$ cat config.mk
export PLATFORM = sky130hd
export DESIGN_NAME = load_store_buffer_timing
export DESIGN_NICKNAME = d
export VERILOG_FILES = /design/src/hdl/lsbt_pkg.sv /design/src/hdl/load_store_buffer_timing.sv /design/src/hdl/lsbt_alu.sv /design/src/hdl/lsbt_tables.sv
export SDC_FILE = /design/constraint.sdc
export NUM_CORES = 2
export LEC_CHECK = 0
export BUFFER_PORTS_ARGS = -buffer_cell sky130_fd_sc_hd__buf_2
export CORE_ASPECT_RATIO = 1.1
export CORE_UTILIZATION = 55
export DETAILED_ROUTE_END_ITERATION = 10
export PLACE_DENSITY = 0.72
export SLEW_MARGIN = 10
export SYNTH_ARGS = -nofsm -noshare
export SYNTH_HDL_FRONTEND = slang
export SYNTH_SLANG_ARGS = --single-unit
$ cat constraint.sdc
create_clock -name clk_i -period 11 [get_ports clk_i]
set_input_delay 3.3 -clock clk_i [delete_from_list [all_inputs] [get_ports clk_i]]
set_output_delay 3.3 -clock clk_i [all_outputs]
set_load 0.02 [all_outputs]
$ cat src/hdl/lsbt_pkg.sv
// Shared types and constants for the load/store buffer timing block.
// Used by lsbt_alu, lsbt_tables, load_store_buffer_timing and the dv checker and testbench; no dependencies.
package lsbt_pkg;

  localparam int unsigned TIME_W = 48;
  localparam int unsigned ADDR_W = 64;
  localparam int unsigned LAT_W  = 32;

  localparam logic [TIME_W-1:0] TIME_MAX = {TIME_W{1'b1}};

  // Default sizes of the two tables.
  localparam int unsigned LOAD_UNITS_DEF    = 4;
  localparam int unsigned STORE_ENTRIES_DEF = 8;

  // Access kinds.
  localparam logic FUNC_LOAD  = 1'b0;
  localparam logic FUNC_STORE = 1'b1;

  // Which table a read or write goes to.
  typedef enum logic {
    TBL_SB = 1'b0,
    TBL_LU = 1'b1
  } tbl_e;

  // Flags of the shared time comparator.
  typedef struct packed {
    logic le_t;  // entry time at or before the request time
    logic ge_t;  // entry time at or after the request time
    logic lt_m;  // entry time below the best time seen so far
  } cmp_t;

endpackage

$ cat src/hdl/load_store_buffer_timing.sv
// Top level of the load/store buffer timing block: input capture, scan
// sequencer and output register. Uses lsbt_pkg, lsbt_alu and lsbt_tables.
//
// Usage: one beat on the input channel carries an access (func_i, request_time_i,
// access_addr_i, access_latency_i, l1_hit_i); exactly one beat on the output
// channel answers it, in order (ready_time_o, charged_latency_o, forwarded_o).
// Both channels use valid and stall; a beat moves when valid is high and stall
// is low. The block takes one access at a time and holds in_stall_o high while
// it works on it.
// Scan: the sequencer reads the store entries one per cycle through the
// registered table read port and tests each with the shared time unit, then,
// for a load that is not forwarded, does the same over the load units.
// Scans end early at the first address match or the first free unit.
// The result sits in an output register, so a stalled receiver does not stop
// the next access from being accepted; only a second result waits for it.
// Reset clears every valid bit at once, so all entries read as time zero and
// address zero right after reset; no clearing pass is needed.
module load_store_buffer_timing #(
  parameter int unsigned LOAD_UNITS    = lsbt_pkg::LOAD_UNITS_DEF,
  parameter int unsigned STORE_ENTRIES = lsbt_pkg::STORE_ENTRIES_DEF
) (
  input  logic                        clk_i,
  input  logic                        rst_ni,
  input  logic                        in_valid_i,
  output logic                        in_stall_o,
  input  logic                        func_i,
  input  logic [lsbt_pkg::TIME_W-1:0] request_time_i,
  input  logic [lsbt_pkg::ADDR_W-1:0] access_addr_i,
  input  logic [lsbt_pkg::LAT_W-1:0]  access_latency_i,
  input  logic                        l1_hit_i,
  output logic                        out_valid_o,
  input  logic                        out_stall_i,
  output logic [lsbt_pkg::TIME_W-1:0] ready_time_o,
  output logic [lsbt_pkg::LAT_W-1:0]  charged_latency_o,
  output logic                        forwarded_o
);

  localparam int unsigned MAX_N = (STORE_ENTRIES > LOAD_UNITS) ? STORE_ENTRIES : LOAD_UNITS;
  localparam int unsigned CNT_W = $clog2(MAX_N + 1);

  typedef enum logic [5:0] {
    S_IDLE    = 6'b000001,
    S_SB_SCAN = 6'b000010,
    S_LU_SCAN = 6'b000100,
    S_DECIDE  = 6'b001000,
    S_WRITE   = 6'b010000,
    S_RESP    = 6'b100000
  } state_e;

  state_e state_q, state_d;

  // Control registers.
  logic [CNT_W-1:0] rd_cnt_q, rd_cnt_d;
  logic             p_vld_q, p_vld_d;
  logic             match_q, match_d;
  logic             free_fnd_q, free_fnd_d;
  logic             out_valid_q, out_valid_d;

  // Payload registers.
  logic                        func_q, func_d;
  logic [lsbt_pkg::TIME_W-1:0] t_q, t_d;
  logic [lsbt_pkg::ADDR_W-1:0] addr_q, addr_d;
  logic [lsbt_pkg::LAT_W-1:0]  lat_q, lat_d;
  logic                        hit_q, hit_d;
  logic [CNT_W-1:0]            p_idx_q, p_idx_d;
  logic [CNT_W-1:0]            match_idx_q, match_idx_d;
  logic                        match_busy_q, match_busy_d;
  logic [CNT_W-1:0]            free_idx_q, free_idx_d;
  logic [CNT_W-1:0]            best_idx_q, best_idx_d;
  logic [lsbt_pkg::TIME_W-1:0] best_val_q, best_val_d;
  logic [CNT_W-1:0]            wr_idx_q, wr_idx_d;
  logic [lsbt_pkg::TIME_W-1:0] base_q, base_d;
  logic [lsbt_pkg::TIME_W-1:0] res_ready_q, res_ready_d;
  logic [lsbt_pkg::LAT_W-1:0]  res_lat_q, res_lat_d;
  logic                        res_fwd_q, res_fwd_d;
  logic [lsbt_pkg::TIME_W-1:0] out_ready_q, out_ready_d;
  logic [lsbt_pkg::LAT_W-1:0]  out_lat_q, out_lat_d;
  logic                        out_fwd_q, out_fwd_d;

  // Table and time unit connections.
  logic                        rd_en;
  lsbt_pkg::tbl_e              rd_sel;
  logic [lsbt_pkg::TIME_W-1:0] rd_time;
  logic [lsbt_pkg::ADDR_W-1:0] rd_addr;
  logic                        wr_en;
  lsbt_pkg::tbl_e              wr_sel;
  logic [lsbt_pkg::TIME_W-1:0] sum;
  lsbt_pkg::cmp_t              cmp;

  logic [CNT_W-1:0] limit;
  logic             in_acc;
  logic             out_acc;

  lsbt_tables #(
    .LOAD_UNITS   (LOAD_UNITS),
    .STORE_ENTRIES(STORE_ENTRIES)
  ) u_tables (
    .clk_i    (clk_i),
    .rst_ni   (rst_ni),
    .rd_en_i  (rd_en),
    .rd_sel_i (rd_sel),
    .rd_idx_i (rd_cnt_q),
    .rd_time_o(rd_time),
    .rd_addr_o(rd_addr),
    .wr_en_i  (wr_en),
    .wr_sel_i (wr_sel),
    .wr_idx_i (wr_idx_q),
    .wr_time_i(sum),
    .wr_addr_i(addr_q)
  );

  lsbt_alu u_alu (
    .entry_time_i(rd_time),
    .req_time_i  (t_q),
    .best_time_i (best_val_q),
    .base_time_i (base_q),
    .lat_i       (lat_q),
    .cmp_o       (cmp),
    .sum_o       (sum)
  );

  assign in_stall_o = (state_q != S_IDLE);
  assign in_acc     = in_valid_i && !in_stall_o;
  assign out_acc    = out_valid_q && !out_stall_i;
  assign rd_sel     = (state_q == S_LU_SCAN) ? lsbt_pkg::TBL_LU : lsbt_pkg::TBL_SB;
  assign wr_sel     = (func_q == lsbt_pkg::FUNC_STORE) ? lsbt_pkg::TBL_SB : lsbt_pkg::TBL_LU;
  assign limit      = (state_q == S_LU_SCAN) ? CNT_W'(LOAD_UNITS) : CNT_W'(STORE_ENTRIES);

  // Sequencer: scan the store entries, then for a load the load units; update one slot unless a load is forwarded.
  always_comb begin
    logic stop;
    logic done;
    state_d      = state_q;
    rd_cnt_d     = rd_cnt_q;
    p_vld_d      = p_vld_q;
    p_idx_d      = p_idx_q;
    match_d      = match_q;
    match_idx_d  = match_idx_q;
    match_busy_d = match_busy_q;
    free_fnd_d   = free_fnd_q;
    free_idx_d   = free_idx_q;
    best_idx_d   = best_idx_q;
    best_val_d   = best_val_q;
    wr_idx_d     = wr_idx_q;
    base_d       = base_q;
    res_ready_d  = res_ready_q;
    res_lat_d    = res_lat_q;
    res_fwd_d    = res_fwd_q;
    func_d       = func_q;
    t_d          = t_q;
    addr_d       = addr_q;
    lat_d        = lat_q;
    hit_d        = hit_q;
    out_ready_d  = out_ready_q;
    out_lat_d    = out_lat_q;
    out_fwd_d    = out_fwd_q;
    out_valid_d  = out_valid_q && out_stall_i;
    rd_en        = 1'b0;
    wr_en        = 1'b0;
    stop         = 1'b0;
    done         = 1'b0;

    unique case (state_q)
      S_IDLE: begin
        if (in_acc) begin
          func_d     = func_i;
          t_d        = request_time_i;
          addr_d     = access_addr_i;
          lat_d      = access_latency_i;
          hit_d      = l1_hit_i;
          match_d    = 1'b0;
          free_fnd_d = 1'b0;
          rd_cnt_d   = '0;
          p_vld_d    = 1'b0;
          state_d    = S_SB_SCAN;
        end
      end

      S_SB_SCAN, S_LU_SCAN: begin
        // Issue the read of the next entry.
        if (rd_cnt_q < limit) begin
          rd_en    = 1'b1;
          rd_cnt_d = rd_cnt_q + CNT_W'(1);
          p_vld_d  = 1'b1;
          p_idx_d  = rd_cnt_q;
        end else begin
          p_vld_d = 1'b0;
        end

        // Test the entry whose data came back this cycle.
        if (p_vld_q) begin
          if (state_q == S_SB_SCAN && rd_addr == addr_q) begin
            match_d      = 1'b1;
            match_idx_d  = p_idx_q;
            match_busy_d = cmp.ge_t;
            stop         = 1'b1;
          end else begin
            if (!free_fnd_q && cmp.le_t) begin
              free_fnd_d = 1'b1;
              free_idx_d = p_idx_q;
              if (state_q == S_LU_SCAN) begin
                stop = 1'b1;
              end
            end
            if (p_idx_q == '0 || cmp.lt_m) begin
              best_idx_d = p_idx_q;
              best_val_d = rd_time;
            end
          end
          done = stop || (p_idx_q == limit - CNT_W'(1));
        end

        // End of a scan.
        if (done) begin
          p_vld_d  = 1'b0;
          rd_cnt_d = '0;
          if (state_q == S_LU_SCAN || func_q == lsbt_pkg::FUNC_STORE) begin
            state_d = S_DECIDE;
          end else if (match_d && (match_busy_d || hit_q)) begin
            res_ready_d = t_q;
            res_lat_d   = '0;
            res_fwd_d   = 1'b1;
            state_d     = S_RESP;
          end else begin
            free_fnd_d = 1'b0;
            state_d    = S_LU_SCAN;
          end
        end
      end

      S_DECIDE: begin
        // Pick the slot to update and the time its occupancy starts from.
        if (func_q == lsbt_pkg::FUNC_STORE && match_q) begin
          wr_idx_d    = match_idx_q;
          base_d      = t_q;
          res_ready_d = t_q;
        end else if (free_fnd_q) begin
          wr_idx_d    = free_idx_q;
          base_d      = t_q;
          res_ready_d = t_q;
        end else begin
          wr_idx_d    = best_idx_q;
          base_d      = best_val_q;
          res_ready_d = best_val_q;
        end
        state_d = S_WRITE;
      end

      S_WRITE: begin
        wr_en     = 1'b1;
        res_lat_d = (func_q == lsbt_pkg::FUNC_STORE) ? '0 : lat_q;
        res_fwd_d = 1'b0;
        state_d   = S_RESP;
      end

      S_RESP: begin
        // Move the result into the output register once it is free.
        if (!out_valid_q || out_acc) begin
          out_ready_d = res_ready_q;
          out_lat_d   = res_lat_q;
          out_fwd_d   = res_fwd_q;
          out_valid_d = 1'b1;
          state_d     = S_IDLE;
        end
      end

      default: begin
        state_d = S_IDLE;
      end
    endcase
  end

  // Control state.
  always_ff @(posedge clk_i or negedge rst_ni) begin
    if (!rst_ni) begin
      state_q     <= S_IDLE;
      rd_cnt_q    <= '0;
      p_vld_q     <= 1'b0;
      match_q     <= 1'b0;
      free_fnd_q  <= 1'b0;
      out_valid_q <= 1'b0;
    end else begin
      state_q     <= state_d;
      rd_cnt_q    <= rd_cnt_d;
      p_vld_q     <= p_vld_d;
      match_q     <= match_d;
      free_fnd_q  <= free_fnd_d;
      out_valid_q <= out_valid_d;
    end
  end

  // Payload and scan trackers.
  always_ff @(posedge clk_i) begin
    func_q       <= func_d;
    t_q          <= t_d;
    addr_q       <= addr_d;
    lat_q        <= lat_d;
    hit_q        <= hit_d;
    p_idx_q      <= p_idx_d;
    match_idx_q  <= match_idx_d;
    match_busy_q <= match_busy_d;
    free_idx_q   <= free_idx_d;
    best_idx_q   <= best_idx_d;
    best_val_q   <= best_val_d;
    wr_idx_q     <= wr_idx_d;
    base_q       <= base_d;
    res_ready_q  <= res_ready_d;
    res_lat_q    <= res_lat_d;
    res_fwd_q    <= res_fwd_d;
    out_ready_q  <= out_ready_d;
    out_lat_q    <= out_lat_d;
    out_fwd_q    <= out_fwd_d;
  end

  assign out_valid_o       = out_valid_q;
  assign ready_time_o      = out_ready_q;
  assign charged_latency_o = out_lat_q;
  assign forwarded_o       = out_fwd_q;

  // The entry under test always lies inside the table being scanned.
  a_scan_idx: assert property (@(posedge clk_i) disable iff (!rst_ni)
    p_vld_q |-> (p_idx_q < limit))
    else $error("scan index beyond table size");

  // An access never proceeds before it was issued.
  a_ready_order: assert property (@(posedge clk_i) disable iff (!rst_ni)
    (state_q == S_RESP) |-> (res_ready_q >= t_q))
    else $error("ready time before request time");

  // With no free slot, the earliest slot must still be busy past the request.
  a_best_busy: assert property (@(posedge clk_i) disable iff (!rst_ni)
    ((state_q == S_DECIDE) && !free_fnd_q &&
     !(func_q == lsbt_pkg::FUNC_STORE && match_q)) |-> (best_val_q > t_q))
    else $error("earliest slot not busy although no slot was free");

endmodule

$ cat src/hdl/lsbt_alu.sv
// Shared time unit: compares an entry's free time against the request time
// and the running minimum, and forms the saturating occupancy sum. Uses lsbt_pkg.
module lsbt_alu (
  input  logic [lsbt_pkg::TIME_W-1:0] entry_time_i,
  input  logic [lsbt_pkg::TIME_W-1:0] req_time_i,
  input  logic [lsbt_pkg::TIME_W-1:0] best_time_i,
  input  logic [lsbt_pkg::TIME_W-1:0] base_time_i,
  input  logic [lsbt_pkg::LAT_W-1:0]  lat_i,
  output lsbt_pkg::cmp_t              cmp_o,
  output logic [lsbt_pkg::TIME_W-1:0] sum_o
);

  logic [lsbt_pkg::TIME_W:0] diff_t;
  logic [lsbt_pkg::TIME_W:0] diff_m;
  logic [lsbt_pkg::TIME_W:0] sum_full;
  logic                      eq_t;

  // A borrow out of the top bit means the entry time is the smaller one.
  assign diff_t = {1'b0, entry_time_i} - {1'b0, req_time_i};
  assign diff_m = {1'b0, entry_time_i} - {1'b0, best_time_i};
  assign eq_t   = (diff_t[lsbt_pkg::TIME_W-1:0] == '0);

  assign cmp_o.le_t = diff_t[lsbt_pkg::TIME_W] | eq_t;
  assign cmp_o.ge_t = ~diff_t[lsbt_pkg::TIME_W];
  assign cmp_o.lt_m = diff_m[lsbt_pkg::TIME_W];

  // A carry into bit 48 means the sum passed the largest time.
  assign sum_full = {1'b0, base_time_i}
                  + {{(lsbt_pkg::TIME_W + 1 - lsbt_pkg::LAT_W){1'b0}}, lat_i};
  assign sum_o    = sum_full[lsbt_pkg::TIME_W] ? lsbt_pkg::TIME_MAX
                                               : sum_full[lsbt_pkg::TIME_W-1:0];

endmodule

$ cat src/hdl/lsbt_tables.sv
// Store buffer entries (address and free time) and load unit free times,
// with one registered read port and one write port. Uses lsbt_pkg.
module lsbt_tables #(
  parameter int unsigned LOAD_UNITS    = lsbt_pkg::LOAD_UNITS_DEF,
  parameter int unsigned STORE_ENTRIES = lsbt_pkg::STORE_ENTRIES_DEF,
  localparam int unsigned MAX_N = (STORE_ENTRIES > LOAD_UNITS) ? STORE_ENTRIES : LOAD_UNITS,
  localparam int unsigned CNT_W = $clog2(MAX_N + 1)
) (
  input  logic                                clk_i,
  input  logic                                rst_ni,
  input  logic                                rd_en_i,
  input  lsbt_pkg::tbl_e                      rd_sel_i,
  input  logic [CNT_W-1:0]                    rd_idx_i,
  output logic [lsbt_pkg::TIME_W-1:0]         rd_time_o,
  output logic [lsbt_pkg::ADDR_W-1:0]         rd_addr_o,
  input  logic                                wr_en_i,
  input  lsbt_pkg::tbl_e                      wr_sel_i,
  input  logic [CNT_W-1:0]                    wr_idx_i,
  input  logic [lsbt_pkg::TIME_W-1:0]         wr_time_i,
  input  logic [lsbt_pkg::ADDR_W-1:0]         wr_addr_i
);

  localparam int unsigned SE_W  = (STORE_ENTRIES > 1) ? $clog2(STORE_ENTRIES) : 1;
  localparam int unsigned LU_W  = (LOAD_UNITS > 1) ? $clog2(LOAD_UNITS) : 1;

  logic [lsbt_pkg::TIME_W-1:0] sb_time_q [STORE_ENTRIES];
  logic [lsbt_pkg::ADDR_W-1:0] sb_addr_q [STORE_ENTRIES];
  logic [STORE_ENTRIES-1:0]    sb_vld_q;
  logic [lsbt_pkg::TIME_W-1:0] lu_time_q [LOAD_UNITS];
  logic [LOAD_UNITS-1:0]       lu_vld_q;

  logic [lsbt_pkg::TIME_W-1:0] rd_time_q;
  logic [lsbt_pkg::ADDR_W-1:0] rd_addr_q;

  logic [SE_W-1:0] rd_se_idx;
  logic [LU_W-1:0] rd_lu_idx;
  logic [SE_W-1:0] wr_se_idx;
  logic [LU_W-1:0] wr_lu_idx;

  assign rd_se_idx = rd_idx_i[SE_W-1:0];
  assign rd_lu_idx = rd_idx_i[LU_W-1:0];
  assign wr_se_idx = wr_idx_i[SE_W-1:0];
  assign wr_lu_idx = wr_idx_i[LU_W-1:0];

  // Valid bits: an entry never written since reset reads as zero.
  always_ff @(posedge clk_i or negedge rst_ni) begin
    if (!rst_ni) begin
      sb_vld_q <= '0;
      lu_vld_q <= '0;
    end else if (wr_en_i) begin
      if (wr_sel_i == lsbt_pkg::TBL_SB) begin
        sb_vld_q[wr_se_idx] <= 1'b1;
      end else begin
        lu_vld_q[wr_lu_idx] <= 1'b1;
      end
    end
  end

  // Table write port.
  always_ff @(posedge clk_i) begin
    if (wr_en_i) begin
      if (wr_sel_i == lsbt_pkg::TBL_SB) begin
        sb_time_q[wr_se_idx] <= wr_time_i;
        sb_addr_q[wr_se_idx] <= wr_addr_i;
      end else begin
        lu_time_q[wr_lu_idx] <= wr_time_i;
      end
    end
  end

  // Registered read port.
  always_ff @(posedge clk_i) begin
    if (rd_en_i) begin
      if (rd_sel_i == lsbt_pkg::TBL_SB) begin
        rd_time_q <= sb_vld_q[rd_se_idx] ? sb_time_q[rd_se_idx] : '0;
        rd_addr_q <= sb_vld_q[rd_se_idx] ? sb_addr_q[rd_se_idx] : '0;
      end else begin
        rd_time_q <= lu_vld_q[rd_lu_idx] ? lu_time_q[rd_lu_idx] : '0;
        rd_addr_q <= '0;
      end
    end
  end

  assign rd_time_o = rd_time_q;
  assign rd_addr_o = rd_addr_q;

endmodule

# Word-level counts from Yosys, hierarchy flattened
# Memories as Yosys holds them, arrays and structs flattened. A register that Yosys moved wholly into a read port is not among the register bits.
# Index checks and enable logic that the tools add are counted.
# op_classes
n_mux,75
n_eq_ne,15
n_bitwise,7
addsub,5
reduce_logical,38
order_cmp,7
# ops
operator,n
$mux W48,9
$mux W32,4
$sub A48 B48 Y49,2
$pmux W48 S2,1
$eq A64 B64 Y1,1
$pmux W32 S2,1
$add A48 B32 Y49,1
$logic_not A48 Y1,1
$mux W1,39
$mux W6,5
$pmux W6 S5,1
$mux W4,4
$reduce_and A4 Y1,4
$reduce_and A2 Y1,6
$ne A2 B2 Y1 const B,5
$logic_and A1 B1 Y1,9
$reduce_and A3 Y1,3
$lt A3 B4 Y1 const B,2
$or A8 B8 Y8,1
$pmux W1 S2,4
$pmux W4 S2,1
$eq A6 B1 Y1 const B,1
$eq A6 B2 Y1 const B,1
$eq A6 B3 Y1 const B,1
other kinds (25),40
# word_totals
n_memories,3
reg_bits,495
out_inout_bits,83
word_cells,178
ramBits,1088
# memory_table
memory,depth,word_bits,rd,rd_ports_with_merged_regs,write_ports,line_no,rtl
u_tables.sb_addr_q,8,64,1,1,1,lsbt_tables.sv:27,logic [lsbt_pkg::ADDR_W-1:0] sb_addr_q [STORE_ENTRIES];
u_tables.sb_time_q,8,48,1,0,1,lsbt_tables.sv:26,logic [lsbt_pkg::TIME_W-1:0] sb_time_q [STORE_ENTRIES];
u_tables.lu_time_q,4,48,1,0,1,lsbt_tables.sv:29,logic [lsbt_pkg::TIME_W-1:0] lu_time_q [LOAD_UNITS];

# Logic depth before layout (Yosys ltp)
# logic_depth
depth_word,13
depth_mapped,16
ltp_nobuf,15

# Modules after synthesis
# From an unflattened synthesis, not the netlist that was laid out.
# hier_totals
cells_unflattened,3807
area_unflattened_um2,68037.8
# by_module_without_submodules
mod,cells_per_inst,area_each_um2,instances,seq_area_each_um2
lsbt_tables,1904,45337.2,1,36334.8
load_store_buffer_timing,907,15957.8,1,13113.8
lsbt_alu,996,6742.7,1,0.0

# Worst setup path before layout
# No wires, ideal clock.
# synth_timing
kind,input-to-reg
start,input in_valid_i
end,register rd_cnt_q[1]
setup_time_ns,0.128
path_slack_ns,0.116
required_time_ns,10.872
path_stages,4
t_arrival_ns,10.756
path_cell_list,inv_1 > nor2_1 > o32ai_1 > a32o_1
# synth_via
elab_chain_len,3
# synth_lines
element,line_no,rtl
"start, declared",load_store_buffer_timing.sv:24,"input logic in_valid_i,"
$logic_and A1 B1 Y1,load_store_buffer_timing.sv:123,assign in_acc = in_valid_i && !in_stall_o;
$ne A2 B2 Y1 (no line),--,
$reduce_and A3 Y1 (no line),--,
"end signal, assigned",load_store_buffer_timing.sv:284,rd_cnt_q <= rd_cnt_d;
"end, declared",load_store_buffer_timing.sv:53,"logic [CNT_W-1:0] rd_cnt_q, rd_cnt_d;"
# Every way passes these cells.
# A chain may end at the register's enable or synchronous reset.

# Worst setup path after layout
# layout_timing
start,register lat_q[0] in the netlist's numbering
end,memory u_tables.lu_time_q[3][45] in the netlist's numbering (data pin)
# layout_via
elab_chain_len,2
# layout_lines
element,line_no,rtl
"start, declared",load_store_buffer_timing.sv:63,"logic [lsbt_pkg::LAT_W-1:0] lat_q, lat_d;"
"start signal, assigned",load_store_buffer_timing.sv:297,lat_q <= lat_d;
$add A48 B32 Y49,lsbt_alu.sv:29,"+ {{(lsbt_pkg::TIME_W + 1 - lsbt_pkg::LAT_W){1'b0}}, lat_i};"
$mux W48,lsbt_alu.sv:30,assign sum_o = sum_full[lsbt_pkg::TIME_W] ? lsbt_pkg::TIME_MAX
net sum (one bit),load_store_buffer_timing.sv:87,logic [lsbt_pkg::TIME_W-1:0] sum;
"end, declared",lsbt_tables.sv:29,
# The timed path passes the listed nets, and every way through them passes these cells.

==> flow_summary.ini <==
[run_status]
outcome = completed

[global_route]
grt_first_pass_wirelength_um = 232000
overflow = 0
track_usage_pct = 25.8
antenna_found_initial = 6
first_global_vias = 36037
grt_max_degree = 114

[setup_path]
slowest_delay_ps = 740
cp.buffers_inverters = 2
cp.arrival_ps = 6310
critPathKind = flop to flop
critPathLaunchType = flop
crit_family = compound AO/OA/AOI/OAI gates
critPathCaptureType = flop
worstReg2RegStart = lat_q[0]
critical_path.most_common_cell = o21ai_0
crit_slowest_cell = a21oi_1
required_ps = 11490
path_max_fanout = 38
crit_start = lat_q[0]
cp_cell_sequence = ha_1 -> inv_1 -> fa_1 -> nor2b_1 -> o21ai_0 -> a21boi_0 -> o31a_1 -> o21ai_0 -> o2111ai_1 -> a31oi_1 -> o31ai_1 -> nand3_1 -> or2_2 -> buf_4 -> a21oi_1

[synth]
yosys_warnings = 0
avgSynthCellArea_sq_um = 17.6
ys_seq_area_share_pct = 73.3
synth_edf_count = 1621
synth_fp_nets = 4116
ys.flop_type = edfxtp_1
synthArstFlopShare_pct = 1.58
yosysUniqueCellTypes = 82
postSynthCellCount = 3835
ys_ff_latch = 1647
synth_area_sq_um = 67300

[cts]
cts_buffers = 163
clk_latency_ps = 810
cts_tree = done
cts_htree_levels = 4
postCtsSetupBuffers = 0
post_cts_resized = 0
cts.sinks = 1647
clk_root_buffer_cell = clkbuf_16
path_clk_slew_ps = 60
hold_buffers = 0
cts_buffer_depth = 3

[routing]
wl_um = 158000
wl_per_cell_um = 26.8
drt_iter0_drc = 3437
ant_nets = 0
vias = 35953
drc_errors = 0
dr.pass1.iters = 5
via_per_inst = 6.10

[run]
cap_violations = 0

[timing]
slew_viol_final = 0
hold_viol_final = 0
skew_ps = 27.1
max_freq_mhz = 172
setup_viol = 0
fin_tns_setup_ps = 0
timing.final.crit_period_ps = 5820
min_period_over_period_pct = 52.9
tightest_slew_ps = 1240
slew_headroom_pct = 16.8
rsz0062_at_grt = false

[power]
leakage_nw = 25.0
vdd_drop_max_v = 0.000172
power_density_nw_per_um2 = 207

[die]
die_h_um = 369
num_io_pins = 233
rows = 134
fp.dieW_um = 336
core_area_sq_um = 121000
initial_core_util_pct = 55.5
die_area_sq_um = 124000

[layout]
multiInputGateArea_sq_um = 16900
seq_area_sq_um = 49300
drive_gt1_share_pct = 20.3
syn2layout_area_growth_pct = 12.6
fillCellCount = 8607
final_cells = 5896
nNetsFinal = 4406

[place]
portBuffers = 232
dp_hpwl_um = 96200
gp_congestion = 0.997
placedCellCount = 5592

[min_path]
hp-class = flop to flop
worstHoldStart = res_ready_q[37]
==> cells in the final DEF, fill, tap and decap left out, drive strengths merged, types with 14 or more instances in the layout <==
| cell | instances |
|---|---|
| edfxtp | 1621 |
| buf | 284 |
| mux4 | 275 |
| nand2 | 249 |
| clkbuf | 193 |
| inv | 182 |
| o21ai | 170 |
| nor2 | 157 |
| ha | 129 |
| mux2i | 119 |
| a21oi | 109 |
| xnor2 | 88 |
| clkinv | 75 |
| o22ai | 55 |
| nand4 | 49 |
| a21o | 41 |
| and2 | 37 |
| nand3 | 33 |
| nor3 | 32 |
| o21a | 28 |
| dfrtp | 25 |
| nor2b | 20 |
| xor2 | 20 |
| nand2b | 19 |
| or2 | 19 |
| o211ai | 17 |
| nor4 | 15 |
| bufinv | 14 |
==> routing by layer <==
layer  wire [um]  GRT usage (%)  up-vias
met5          60              0        -
met2       77400           42.1     1440
met3       11100           4.32      272
met1       64200           35.0    18483
li1            -              -    15748
met4        5280           9.31       10
==> kinds of logic after synthesis <==
group           count (synthesis)  share of synthesized area [%]
fa+ha+maj                     131                           2.46
buf+inv                       332                           1.91
compound gates                526                           4.95
mux                           403                           11.1
xor+xnor                      108                           1.41
flops                        1647                           73.3
simple gates                  688                           4.88
==> sequential cells by signal, indices dropped and copies added (netlist names), 6 cells and up <==
name / flops
u_tables.rd_addr_o: 64
base_q: 48
u_tables.rd_time_o: 48
ready_time_o: 48
u_tables.lu_time_q: 192
t_q: 48
u_tables.sb_addr_q: 512
lat_q: 32
res_ready_q: 48
u_tables.sb_vld_q: 8
state_q: 6
addr_q: 64
best_val_q: 48
res_lat_q: 32
charged_latency_o: 32
u_tables.sb_time_q: 384
==> final timing paths <==
path / slack [ps] / cells after the start / to
worst max-delay path: 5180 / 15 / u_tables.lu_time_q[3][45]
worst min-delay path: 420 / 0 / ready_time_o[37]
worst max register to register: 5180 / 15 / u_tables.lu_time_q[3][45]
worst min register to register: 420 / 0 / ready_time_o[37]
max in group asynchronous: 7940 / 1 / rd_cnt_q[1]
min in group asynchronous: 2530 / 1 / u_tables.sb_vld_q[2]
==> cell usage after synthesis, types with 9 or more instances <==
| cell | number | area share, % |
|---|---|---|
| edfxtp_1 | 1621 | 72 |
| mux4_2 | 275 | 9.2 |
| nand2_1 | 249 | 1.4 |
| inv_1 | 172 | 0.96 |
| o21ai_0 | 165 | 1.2 |
| nor2_1 | 155 | 0.86 |
| ha_1 | 129 | 2.4 |
| mux2i_1 | 119 | 1.8 |
| a21oi_1 | 108 | 0.80 |
| clkbuf_1 | 97 | 0.54 |
| xnor2_1 | 88 | 1.1 |
| o22ai_1 | 54 | 0.50 |
| nand4_1 | 49 | 0.46 |
| a21o_1 | 41 | 0.46 |
| buf_1 | 40 | 0.22 |
| and2_1 | 37 | 0.34 |
| nand3_1 | 33 | 0.25 |
| nor3_1 | 32 | 0.24 |
| o21a_1 | 28 | 0.31 |
| dfrtp_1 | 25 | 0.93 |
| nor2b_1 | 20 | 0.19 |
| xor2_1 | 20 | 0.26 |
| buf_2 | 19 | 0.14 |
| nand2b_1 | 19 | 0.18 |
| or2_2 | 19 | 0.18 |
| o211ai_1 | 17 | 0.19 |
| nor4_1 | 15 | 0.14 |
| or3_1 | 13 | 0.12 |
| a31oi_1 | 10 | 0.093 |
| and3_1 | 10 | 0.093 |
| and4_1 | 10 | 0.13 |
| a21boi_0 | 9 | 0.10 |
| mux2_2 | 9 | 0.15 |
==> through the flow <==
step                      cell area [sq um]  worst slack (ps)  util [%]  hold WS, ps  power [mW]
after floorplan                       67300               116         -          400        9.58
after CTS                             75800              5080      62.4          416        15.8
final                                 75800              5180      62.4          416        15.7
after detailed placement              70500              5120      58.1          405        10.4
after global routing                  75800              4730      62.4          424        16.3
after global placement                70500              5310      58.1          400        10.3
==> power breakdown <==
group	internal (mW)	switching, mW	leakage, nW
registers	7.36	0.221	14.9
logic	1.09	1.58	7.51
clock network	3.11	2.37	2.56
total	11.6	4.17	25.0
==> cell type report <==
cell class              count  share of cell area, %
repair buffers            284                   2.11
multi-input cells        1856                   22.2
flip-flops and latches   1647                   65.1
inverters                 173                  0.860
diodes                      3                0.00990
clock inverters           108                   1.41
well taps                1632                   2.69
clock buffers             193                   5.58
==> worst register-to-register path, stage by stage (launching register included) <==
cell	delay [ps]
edfxtp_1	360
ha_1	180
inv_1	60
fa_1	420
nor2b_1	160
o21ai_0	130
a21boi_0	310
o31a_1	240
o21ai_0	290
o2111ai_1	630
a31oi_1	270
o31ai_1	500
nand3_1	460
or2_2	440
buf_4	310
a21oi_1	740
(Power assumes the default switching activity.)
